<file path="src/hdl/key_auto_repeat_scheduler_macros.svh">
// ----------------------------------------------------------------------------
// Key auto-repeat scheduler assertion macros
// Shared concurrent assertion forms, clocked on clk_i, quiet during reset.
// ----------------------------------------------------------------------------
`ifndef KEY_AUTO_REPEAT_SCHEDULER_MACROS_SVH
`define KEY_AUTO_REPEAT_SCHEDULER_MACROS_SVH

// same-cycle implication
`define KARS_ASSERT_IMP(name, ante, cons, msg) \
  name: assert property (@(posedge clk_i) disable iff (!rst_ni) (ante) |-> (cons)) \
    else $error(msg);

// next-cycle implication
`define KARS_ASSERT_NXT(name, ante, cons, msg) \
  name: assert property (@(posedge clk_i) disable iff (!rst_ni) (ante) |=> (cons)) \
    else $error(msg);

`endif

</file>
<file path="src/hdl/kars_pkg.sv">
// ----------------------------------------------------------------------------
// Key auto-repeat scheduler package
// Sizes, codes, item types and command structs shared by the block's modules.
// ----------------------------------------------------------------------------
package kars_pkg;

  localparam int unsigned MaxKeys        = 16;
  localparam int unsigned MaxRepeatPairs = 31;
  localparam int unsigned IdxW           = $clog2(MaxKeys);
  localparam int unsigned CntW           = $clog2(MaxKeys + 1);
  localparam int unsigned PairW          = $clog2(MaxRepeatPairs + 1);

  localparam logic [31:0] DefaultInterval = 32'd25;
  localparam logic [31:0] DefaultDelay    = 32'd190;

  localparam int unsigned CfgIdxW = 3;
  localparam logic [CfgIdxW-1:0] CfgDelay    = 3'd0;
  localparam logic [CfgIdxW-1:0] CfgInterval = 3'd1;
  localparam logic [CfgIdxW-1:0] CfgEnable0  = 3'd2;
  localparam logic [CfgIdxW-1:0] CfgEnable1  = 3'd3;
  localparam logic [CfgIdxW-1:0] CfgEnable2  = 3'd4;
  localparam logic [CfgIdxW-1:0] CfgEnable3  = 3'd5;

  localparam logic [1:0] ReqPress   = 2'd0;
  localparam logic [1:0] ReqRelease = 2'd1;

  localparam logic EvRelease = 1'b0;
  localparam logic EvPress   = 1'b1;

  typedef struct packed {
    logic [1:0]  req_type;
    logic [7:0]  key_code;
    logic [31:0] event_time;
  } req_t;

  typedef struct packed {
    logic        event_kind;
    logic [7:0]  out_key_code;
    logic [31:0] out_time;
    logic        is_repeat;
    logic        last_of_run;
  } res_t;

  typedef enum logic [1:0] {
    TblNop,
    TblRotate,
    TblInsert,
    TblRemove
  } tbl_op_e;

  typedef struct packed {
    tbl_op_e         op;
    logic [CntW-1:0] pos;
    logic [7:0]      key;
    logic [31:0]     due;
  } tbl_cmd_t;

  typedef struct packed {
    logic push;
    logic flush;
    res_t res;
  } emit_cmd_t;

  function automatic res_t mk_res(logic kind, logic [7:0] key, logic [31:0] t, logic rep);
    res_t r;
    r.event_kind   = kind;
    r.out_key_code = key;
    r.out_time     = t;
    r.is_repeat    = rep;
    r.last_of_run  = 1'b0;
    return r;
  endfunction

endpackage

</file>
<file path="src/hdl/kars_table.sv">
// ----------------------------------------------------------------------------
// Held-key table
// Packed, due-ordered entries with one read port and whole-row shift updates.
// ----------------------------------------------------------------------------
`include "key_auto_repeat_scheduler_macros.svh"

module kars_table (
  input  logic                        clk_i,
  input  logic                        rst_ni,
  input  kars_pkg::tbl_cmd_t          cmd_i,
  input  logic [kars_pkg::IdxW-1:0]   rd_idx_i,
  output logic [kars_pkg::CntW-1:0]   count_o,
  output logic [7:0]                  rd_key_o,
  output logic [31:0]                 rd_due_o
);
  import kars_pkg::*;

  logic [7:0]      key_q [MaxKeys];
  logic [31:0]     due_q [MaxKeys];
  logic [7:0]      key_d [MaxKeys];
  logic [31:0]     due_d [MaxKeys];
  logic [CntW-1:0] count_q, count_d;

  always_comb begin
    logic [CntW-1:0] jv;
    int unsigned     nxt;
    int unsigned     prv;
    for (int unsigned j = 0; j < MaxKeys; j++) begin
      jv       = CntW'(j);
      nxt      = (j + 1 < MaxKeys) ? j + 1 : j;
      prv      = (j > 0) ? j - 1 : 0;
      key_d[j] = key_q[j];
      due_d[j] = due_q[j];
      case (cmd_i.op)
        TblRotate: begin
          if (jv + 1'b1 < cmd_i.pos) begin
            key_d[j] = key_q[nxt];
            due_d[j] = due_q[nxt];
          end else if (jv + 1'b1 == cmd_i.pos) begin
            key_d[j] = cmd_i.key;
            due_d[j] = cmd_i.due;
          end
        end
        TblInsert: begin
          if (jv > cmd_i.pos) begin
            key_d[j] = key_q[prv];
            due_d[j] = due_q[prv];
          end else if (jv == cmd_i.pos) begin
            key_d[j] = cmd_i.key;
            due_d[j] = cmd_i.due;
          end
        end
        TblRemove: begin
          if (jv >= cmd_i.pos) begin
            key_d[j] = key_q[nxt];
            due_d[j] = due_q[nxt];
          end
        end
        default: ;
      endcase
    end
  end

  always_comb begin
    count_d = count_q;
    case (cmd_i.op)
      TblInsert: count_d = count_q + 1'b1;
      TblRemove: count_d = count_q - 1'b1;
      default:   count_d = count_q;
    endcase
  end

  always_ff @(posedge clk_i) begin
    for (int unsigned j = 0; j < MaxKeys; j++) begin
      key_q[j] <= key_d[j];
      due_q[j] <= due_d[j];
    end
  end

  always_ff @(posedge clk_i or negedge rst_ni) begin
    if (!rst_ni) begin
      count_q <= '0;
    end else begin
      count_q <= count_d;
    end
  end

  assign count_o  = count_q;
  assign rd_key_o = key_q[rd_idx_i];
  assign rd_due_o = due_q[rd_idx_i];

  `KARS_ASSERT_IMP(a_count_max, 1'b1, count_q <= CntW'(MaxKeys), "table count above capacity")
  `KARS_ASSERT_NXT(a_insert_grow, cmd_i.op == TblInsert, count_q == $past(count_q) + 1'b1, "insert did not grow table")
  `KARS_ASSERT_NXT(a_rotate_keep, cmd_i.op == TblRotate || cmd_i.op == TblNop, $stable(count_q), "count moved without insert or remove")

endmodule

</file>
<file path="src/hdl/kars_emit.sv">
// ----------------------------------------------------------------------------
// Result emitter
// Holds one item back so the final result of a run can carry last_of_run.
// ----------------------------------------------------------------------------
`include "key_auto_repeat_scheduler_macros.svh"

module kars_emit (
  input  logic                clk_i,
  input  logic                rst_ni,
  input  kars_pkg::emit_cmd_t cmd_i,
  output logic                result_valid_o,
  output kars_pkg::res_t      result_o
);
  import kars_pkg::*;

  res_t pend_q, pend_d;
  logic pend_v_q, pend_v_d;
  res_t out_q, out_d;
  logic out_v_q, out_v_d;

  always_comb begin
    pend_d   = pend_q;
    pend_v_d = pend_v_q;
    out_d    = out_q;
    out_v_d  = 1'b0;
    if (cmd_i.push) begin
      out_d    = pend_q;
      out_v_d  = pend_v_q;
      pend_d   = cmd_i.res;
      pend_v_d = 1'b1;
    end else if (cmd_i.flush) begin
      out_d             = pend_q;
      out_d.last_of_run = 1'b1;
      out_v_d           = pend_v_q;
      pend_v_d          = 1'b0;
    end
  end

  always_ff @(posedge clk_i or negedge rst_ni) begin
    if (!rst_ni) begin
      pend_v_q <= 1'b0;
      out_v_q  <= 1'b0;
    end else begin
      pend_v_q <= pend_v_d;
      out_v_q  <= out_v_d;
    end
  end

  always_ff @(posedge clk_i) begin
    pend_q <= pend_d;
    out_q  <= out_d;
  end

  assign result_valid_o = out_v_q;
  assign result_o       = out_q;

  `KARS_ASSERT_NXT(a_flush_clears, cmd_i.flush && !cmd_i.push, !pend_v_q, "held item survived flush")
  `KARS_ASSERT_IMP(a_out_source, out_v_q, $past(cmd_i.push || cmd_i.flush), "result without push or flush")

endmodule

</file>
<file path="src/hdl/kars_ctrl.sv">
// ----------------------------------------------------------------------------
// Scheduler sequencer
// Walks the table with one shared due-time comparator and one shared adder.
// ----------------------------------------------------------------------------
module kars_ctrl (
  input  logic                      clk_i,
  input  logic                      rst_ni,
  input  logic                      start_i,
  input  kars_pkg::req_t            req_i,
  output logic                      busy_o,
  input  logic [31:0]               delay_i,
  input  logic [31:0]               interval_i,
  input  logic [3:0][63:0]          enable_i,
  output kars_pkg::tbl_cmd_t        tbl_cmd_o,
  output logic [kars_pkg::IdxW-1:0] rd_idx_o,
  input  logic [kars_pkg::CntW-1:0] count_i,
  input  logic [7:0]                rd_key_i,
  input  logic [31:0]               rd_due_i,
  output kars_pkg::emit_cmd_t       emit_o
);
  import kars_pkg::*;

  localparam logic [2:0] StIdle    = 3'd0;
  localparam logic [2:0] StCheck   = 3'd1;
  localparam logic [2:0] StRepPress = 3'd2;
  localparam logic [2:0] StScan    = 3'd3;
  localparam logic [2:0] StFind    = 3'd4;
  localparam logic [2:0] StPass    = 3'd5;
  localparam logic [2:0] StFlush   = 3'd6;

  logic [2:0]       state_q, state_d;
  req_t             req_q, req_d;
  logic [CntW-1:0]  idx_q, idx_d;
  logic [PairW-1:0] pairs_q, pairs_d;
  logic [7:0]       rep_key_q, rep_key_d;
  logic [31:0]      rep_due_q, rep_due_d;
  logic [31:0]      due_q, due_d;
  logic             rot_q, rot_d;

  logic        is_press, is_rel, key_en, gt;
  logic [31:0] cmp_b, add_a, add_b, sum;

  assign is_press = req_q.req_type == ReqPress;
  assign is_rel   = req_q.req_type == ReqRelease;
  assign key_en   = enable_i[req_q.key_code[7:6]][req_q.key_code[5:0]];

  assign rd_idx_o = (state_q == StCheck) ? '0 : idx_q[IdxW-1:0];
  assign cmp_b    = (state_q == StCheck) ? req_q.event_time : due_q;
  assign gt       = rd_due_i > cmp_b;
  assign add_a    = (state_q == StRepPress) ? rep_due_q : req_q.event_time;
  assign add_b    = (state_q == StRepPress) ? interval_i : delay_i;
  assign sum      = add_a + add_b;

  always_comb begin
    state_d       = state_q;
    req_d         = req_q;
    idx_d         = idx_q;
    pairs_d       = pairs_q;
    rep_key_d     = rep_key_q;
    rep_due_d     = rep_due_q;
    due_d         = due_q;
    rot_d         = rot_q;
    tbl_cmd_o.op  = TblNop;
    tbl_cmd_o.pos = idx_q;
    tbl_cmd_o.key = rot_q ? rep_key_q : req_q.key_code;
    tbl_cmd_o.due = due_q;
    emit_o.push   = 1'b0;
    emit_o.flush  = 1'b0;
    emit_o.res    = '0;
    case (state_q)
      StIdle: begin
        if (start_i) begin
          req_d   = req_i;
          pairs_d = '0;
          state_d = StCheck;
        end
      end
      StCheck: begin
        if (pairs_q < PairW'(MaxRepeatPairs) && count_i != '0 && !gt) begin
          emit_o.push = 1'b1;
          emit_o.res  = mk_res(EvRelease, rd_key_i, rd_due_i, 1'b1);
          rep_key_d   = rd_key_i;
          rep_due_d   = rd_due_i;
          state_d     = StRepPress;
        end else if ((is_press || is_rel) && key_en) begin
          idx_d   = '0;
          state_d = StFind;
        end else if (is_press || is_rel) begin
          state_d = StPass;
        end else begin
          state_d = StFlush;
        end
      end
      StRepPress: begin
        emit_o.push = 1'b1;
        emit_o.res  = mk_res(EvPress, rep_key_q, rep_due_q, 1'b1);
        due_d       = sum;
        idx_d       = CntW'(1);
        rot_d       = 1'b1;
        pairs_d     = pairs_q + 1'b1;
        state_d     = StScan;
      end
      StScan: begin
        if (idx_q == count_i || gt) begin
          tbl_cmd_o.op = rot_q ? TblRotate : TblInsert;
          state_d      = rot_q ? StCheck : StPass;
        end else begin
          idx_d = idx_q + 1'b1;
        end
      end
      StFind: begin
        if (idx_q == count_i) begin
          if (is_press && count_i < CntW'(MaxKeys)) begin
            due_d   = sum;
            idx_d   = '0;
            rot_d   = 1'b0;
            state_d = StScan;
          end else begin
            state_d = StPass;
          end
        end else if (rd_key_i == req_q.key_code) begin
          if (is_rel) begin
            tbl_cmd_o.op = TblRemove;
          end
          state_d = StPass;
        end else begin
          idx_d = idx_q + 1'b1;
        end
      end
      StPass: begin
        emit_o.push = 1'b1;
        emit_o.res  = mk_res(is_press ? EvPress : EvRelease, req_q.key_code,
                             req_q.event_time, 1'b0);
        state_d     = StFlush;
      end
      StFlush: begin
        emit_o.flush = 1'b1;
        state_d      = StIdle;
      end
      default: state_d = StIdle;
    endcase
  end

  always_ff @(posedge clk_i or negedge rst_ni) begin
    if (!rst_ni) begin
      state_q <= StIdle;
      idx_q   <= '0;
      pairs_q <= '0;
      rot_q   <= 1'b0;
    end else begin
      state_q <= state_d;
      idx_q   <= idx_d;
      pairs_q <= pairs_d;
      rot_q   <= rot_d;
    end
  end

  always_ff @(posedge clk_i) begin
    req_q     <= req_d;
    rep_key_q <= rep_key_d;
    rep_due_q <= rep_due_d;
    due_q     <= due_d;
  end

  assign busy_o = state_q != StIdle;

endmodule

</file>
<file path="src/hdl/key_auto_repeat_scheduler.sv">
// ----------------------------------------------------------------------------
// Key auto-repeat scheduler
// Typematic repeat for held keys: a due-ordered table of up to 16 keys, one
// repeat pair (release, press) per due entry, then press/release pass-through.
// ----------------------------------------------------------------------------
// Results leave one per cycle on result_valid_o with no backpressure; the
// receiver must take every item in the cycle it appears. An item occupies
// the block from the start edge until busy drops: a head check and a flush
// for a time advance with nothing due, plus a release, a press and a table
// walk on the shared due-time comparator for each repeat pair (at most 31
// pairs), plus a key search for a press or release and an insert walk for
// a new press, and a pass-through. Results trail the issue by one item
// so the last one of a run is marked; the final result appears after busy
// drops. Configuration writes are always ready.
module key_auto_repeat_scheduler (
  input  logic                           clk_i,
  input  logic                           rst_ni,
  input  logic                           start,
  output logic                           busy,
  input  kars_pkg::req_t                 req_i,
  output logic                           result_valid_o,
  output kars_pkg::res_t                 result_o,
  input  logic                           cfg_valid_i,
  output logic                           cfg_ready_o,
  input  logic [kars_pkg::CfgIdxW-1:0]   cfg_index_i,
  input  logic [63:0]                    cfg_data_i
);
  import kars_pkg::*;

  logic [15:0]      delay_q;
  logic [15:0]      interval_q;
  logic [3:0][63:0] enable_q;
  logic [31:0]      delay_eff, interval_eff;

  tbl_cmd_t        tbl_cmd;
  emit_cmd_t       emit_cmd;
  logic [IdxW-1:0] rd_idx;
  logic [CntW-1:0] count;
  logic [7:0]      rd_key;
  logic [31:0]     rd_due;

  assign cfg_ready_o = 1'b1;

  always_ff @(posedge clk_i or negedge rst_ni) begin
    if (!rst_ni) begin
      delay_q    <= '0;
      interval_q <= '0;
      enable_q   <= '0;
    end else if (cfg_valid_i) begin
      case (cfg_index_i)
        CfgDelay:    delay_q     <= cfg_data_i[15:0];
        CfgInterval: interval_q  <= cfg_data_i[15:0];
        CfgEnable0:  enable_q[0] <= cfg_data_i;
        CfgEnable1:  enable_q[1] <= cfg_data_i;
        CfgEnable2:  enable_q[2] <= cfg_data_i;
        CfgEnable3:  enable_q[3] <= cfg_data_i;
        default: ;
      endcase
    end
  end

  assign delay_eff    = (delay_q == '0) ? DefaultDelay : {16'd0, delay_q};
  assign interval_eff = (interval_q == '0) ? DefaultInterval : {16'd0, interval_q};

  kars_ctrl u_ctrl (
    .clk_i      (clk_i),
    .rst_ni     (rst_ni),
    .start_i    (start),
    .req_i      (req_i),
    .busy_o     (busy),
    .delay_i    (delay_eff),
    .interval_i (interval_eff),
    .enable_i   (enable_q),
    .tbl_cmd_o  (tbl_cmd),
    .rd_idx_o   (rd_idx),
    .count_i    (count),
    .rd_key_i   (rd_key),
    .rd_due_i   (rd_due),
    .emit_o     (emit_cmd)
  );

  kars_table u_table (
    .clk_i    (clk_i),
    .rst_ni   (rst_ni),
    .cmd_i    (tbl_cmd),
    .rd_idx_i (rd_idx),
    .count_o  (count),
    .rd_key_o (rd_key),
    .rd_due_o (rd_due)
  );

  kars_emit u_emit (
    .clk_i          (clk_i),
    .rst_ni         (rst_ni),
    .cmd_i          (emit_cmd),
    .result_valid_o (result_valid_o),
    .result_o       (result_o)
  );

endmodule
</file>
<file path="config.mk">
export PLATFORM = sky130hd
export DESIGN_NAME = key_auto_repeat_scheduler
export DESIGN_NICKNAME = d
export VERILOG_FILES = /design/src/hdl/kars_pkg.sv /design/src/hdl/kars_table.sv /design/src/hdl/kars_emit.sv /design/src/hdl/kars_ctrl.sv /design/src/hdl/key_auto_repeat_scheduler.sv
export VERILOG_INCLUDE_DIRS = /design/src /design/src/hdl
export SDC_FILE = /design/constraint.sdc
export NUM_CORES = 2
export LEC_CHECK = 0
export BUFFER_PORTS_ARGS = -buffer_cell sky130_fd_sc_hd__buf_2
export CORE_AREA = 2 2 454 456
export CTS_CLUSTER_SIZE = 14
export DETAILED_ROUTE_END_ITERATION = 10
export DIE_AREA = 0 0 456 458
export PLACE_DENSITY = 0.47
export SLEW_MARGIN = 30
export SYNTH_ARGS = -nofsm -noshare
export SYNTH_HDL_FRONTEND = slang
export SYNTH_SLANG_ARGS = --single-unit
</file>
<file path="constraint.sdc">
create_clock -name clk_i -period 21 [get_ports clk_i]
set_clock_uncertainty 0.1 [all_clocks]
set_input_delay 1.05 -clock clk_i [delete_from_list [all_inputs] [get_ports clk_i]]
set_output_delay 1.05 -clock clk_i [all_outputs]
set_load 0.03 [all_outputs]
</file>
==> impl_metrics.toml <==
[run_status]
outcome = "finished, violations left"
violations = "design-rule violations"

[flow_run]
drv_cap = 0

[placed_design]
dp.cells = 7655
dp_hpwl_um = 143500
portBuffers = 157
pre_cts_ws_ps = 11130
routabilityCongestion = 0.8560

[worst_setup_path]
cp_top_family = "compound AO/OA/AOI/OAI gates"
critical_path_class = "reg -> reg"
crit_chain = "or3b_4 > nand2_4 > buf_4 > o22ai_1 > mux4_2 > a21oi_1 > ha_1 > nand4_1 > nor4_1 > o21ai_0 > o211a_1 > and3_1 > o21a_2 > or2_2 > o21a_1 > inv_1 > ha_2 > buf_4 > inv_4 > a21o_1 > buf_4 > a222oi_1 > inv_1"
cp_slowest_cell = "buf_4"
arrival_ps = 10580
max_stage_delay_ps = 810
worstPathRequired_ps = 21430
worst-path-buf-inv = 6
startpoint_type = "flop"
crit_fanout = 61
end_kind = "flop"
cp_common_cell = "buf_4"

[clocking]
cts_setup_buffers = 0
postCtsResizedCells = 0
clockBufferDepth = 3
cts_sinks = 1148
cts-hold-fix-buffers = 0
cts.htree.levels = 4
cts-root-buf = "clkbuf_16"
clk_latency_ps = 810
cts_buffers = 134
tritoncts = "yes"
path_clk_slew_ps = 60

[sta]
max_clock_freq_mhz = 98.50
hold_viol_final = 0
layout_setup_ws_ps = 10850
rsz0062_at_grt = "no"
setup_viol = 0
worstMarginPinSlew_ps = 1168
max_slew_margin_pct = 22.11
post-route-period-util_pct = 48.34
fin_tns_setup_ps = 0
finalCriticalPeriod_ps = 10150
maxSlewViolCount = 0

[layout]
fill_cells = 20250
seqCellArea_um2 = 32940
final_common_cell = "edfxtp_1"
multi_input_area_um2 = 24480
drive_above_1_share_pct = 19.76
layout_common_cells = "edfxtp_1, inv_1, a222oi_1"
fin_nets = 5279
final-instance-count-excl-fill = 7905
area_growth_pct = 13.33

[detailed_routing]
post-route-drc-count = 1
drt-initial-drc-count = 7474
ant_nets = 0
wl_per_cell_um = 28.84
wl_um = 227900
drtPass1Iterations = 11
dr.max_layer_used = "met5"
vias = 47089
routed_via_density = 5.957
drt-met1-wl_um = 96020
wl_met2_um = 104800
wl_met3_um = 20770

[yosys]
yosysSeqAreaShare_pct = 54.17
syn-cell-area_um2 = 60790
synth_fp_nets = 5357
ys.flop_type = "edfxtp_1"
synth-warning-count = 0
synth.distinct_cells = 97
synth_cells = 5186
async_reset_ff_share_pct = 26.92
ys_seq_elements = 1148
avgSynthCellArea_um2 = 11.72
synth-edff-count = 839

[floorplan]
die_w_um = 456
initial_core_util_pct = 29.83
coreArea_um2 = 203800
io_pins = 159
fp.dieH_um = 458
num_rows = 166
die-area_um2 = 208800

[grt]
antenna_found_initial = 11
grt_pass1_vias = 45553
grt_max_degree = 112
overflow = 0
grt_use_total_pct = 21.10
grt_pass1_wl_um = 330300

[power]
irDropWorstVdd_mv = 0.1019
p_per_area_nw_per_um2 = 151.5
p_leak_nw = 25.63

[hold_path]
hp-class = "in -> async"
[stage by stage]
step	utilization, %	power (mW)	area [um^2]	hold WS [ps]
detailed placement	31.72	8.108	64630	304.5
global placement	31.68	8.050	64540	304.2
CTS	33.76	10.42	68790	230.7
global route	33.81	10.92	68890	284.5
floorplan	-	6.547	60790	300.3
finish	33.81	10.44	68890	235.4
[power breakdown]
| part | switching (mW) | total (mW) | internal [mW] |
|---|---|---|---|
| combinational | 2.54 | 3.95 | 1.41 |
| clock | 1.01 | 2.28 | 1.28 |
| sequential | 0.681 | 4.20 | 3.52 |
| total | 4.23 | 10.4 | 6.21 |
[area by class of cell]
| cell class | instances | share of cell area (%) |
|---|---|---|
| clock buffer | 174 | 5.203 |
| sequential | 1148 | 47.81 |
| timing repair buffer | 309 | 2.919 |
| inverter | 515 | 2.811 |
| multi-input combinational | 3000 | 35.53 |
| tap | 2688 | 4.882 |
| antenna | 4 | 0.01453 |
| clock inverter | 67 | 0.8336 |
[state kept, by name, indices dropped and copies added, names as in the netlist, 16 cells and up]
signal            count
u_table.due_q       512
enable_q            256
u_table.key_q       128
u_emit.result_o      43
u_ctrl.req_q         42
u_emit.pend_q        42
u_ctrl.due_q         32
u_ctrl.rep_due_q     32
delay_q              16
interval_q           16
[synth_stat cells (all sizes together), types with 68 or more instances]
library cell | count | area, um^2
clkbuf | 419 | 1573
nand2 | 349 | 1328
o21ai | 186 | 930.9
edfxtp | 839 | 25190
a21oi | 255 | 1276
buf | 104 | 514.2
nor3 | 71 | 355.3
dfrtp | 309 | 7732
mux2i | 220 | 2202
nor2 | 201 | 762.0
inv | 512 | 1922
a222oi | 480 | 4805
o221ai | 97 | 855.8
mux4 | 68 | 1531
mux2 | 354 | 3990
[worst paths after layout]
path	cells after the start	from	slack (ps)	end
max in group asynchronous	2	rst_ni	19190	enable_q[20]
hold reg to reg	0	u_emit.pend_q[40]	320	u_emit.result_o[40]
min in group clk_i	0	u_emit.pend_q[40]	320	u_emit.result_o[40]
setup / recovery	23	u_ctrl.state_q[2]	10850	u_table.due_q[1][21]
setup reg to reg	23	u_ctrl.state_q[2]	10850	u_table.due_q[1][21]
hold / removal	1	rst_ni	240	enable_q[95]
[kinds of logic (layout without fill, tap and decap cells)]
| group | Yosys count | in the layout | share of synthesized area [%] |
|---|---|---|---|
| simple gates | 826 | 826 | 6.122 |
| fa+ha+maj | 59 | 59 | 1.235 |
| xor+xnor | 41 | 41 | 0.5908 |
| other cells | 1 | 5 | 0.006169 |
| buf+inv | 1038 | 1065 | 6.613 |
| compound gates | 1431 | 1431 | 18.56 |
| mux | 642 | 642 | 12.71 |
| flops | 1148 | 1148 | 54.17 |
[routing by layer]
| layer | up-vias | global-route usage [%] |
|---|---|---|
| met5 | - | 0 |
| met3 | 373 | 3.947 |
| li1 | 20158 | - |
| met2 | 2556 | 33.49 |
| met4 | 6 | 6.769 |
| met1 | 23996 | 28.98 |
[worst register-to-register path, cell delays in order, from the launching register on]
cell and delay [ps]:
dfrtp_1 560, or3b_4 630, nand2_4 560, buf_4 830, o22ai_1 290, mux4_2 600
a21oi_1 610, ha_1 240, nand4_1 140, nor4_1 750, o21ai_0 210, o211a_1 290
and3_1 180, o21a_2 300, or2_2 300, o21a_1 200, inv_1 90, ha_2 230
buf_4 700, inv_4 610, a21o_1 540, buf_4 380, a222oi_1 500, inv_1 70
Note: power is estimated with default switching activity, not from simulation.
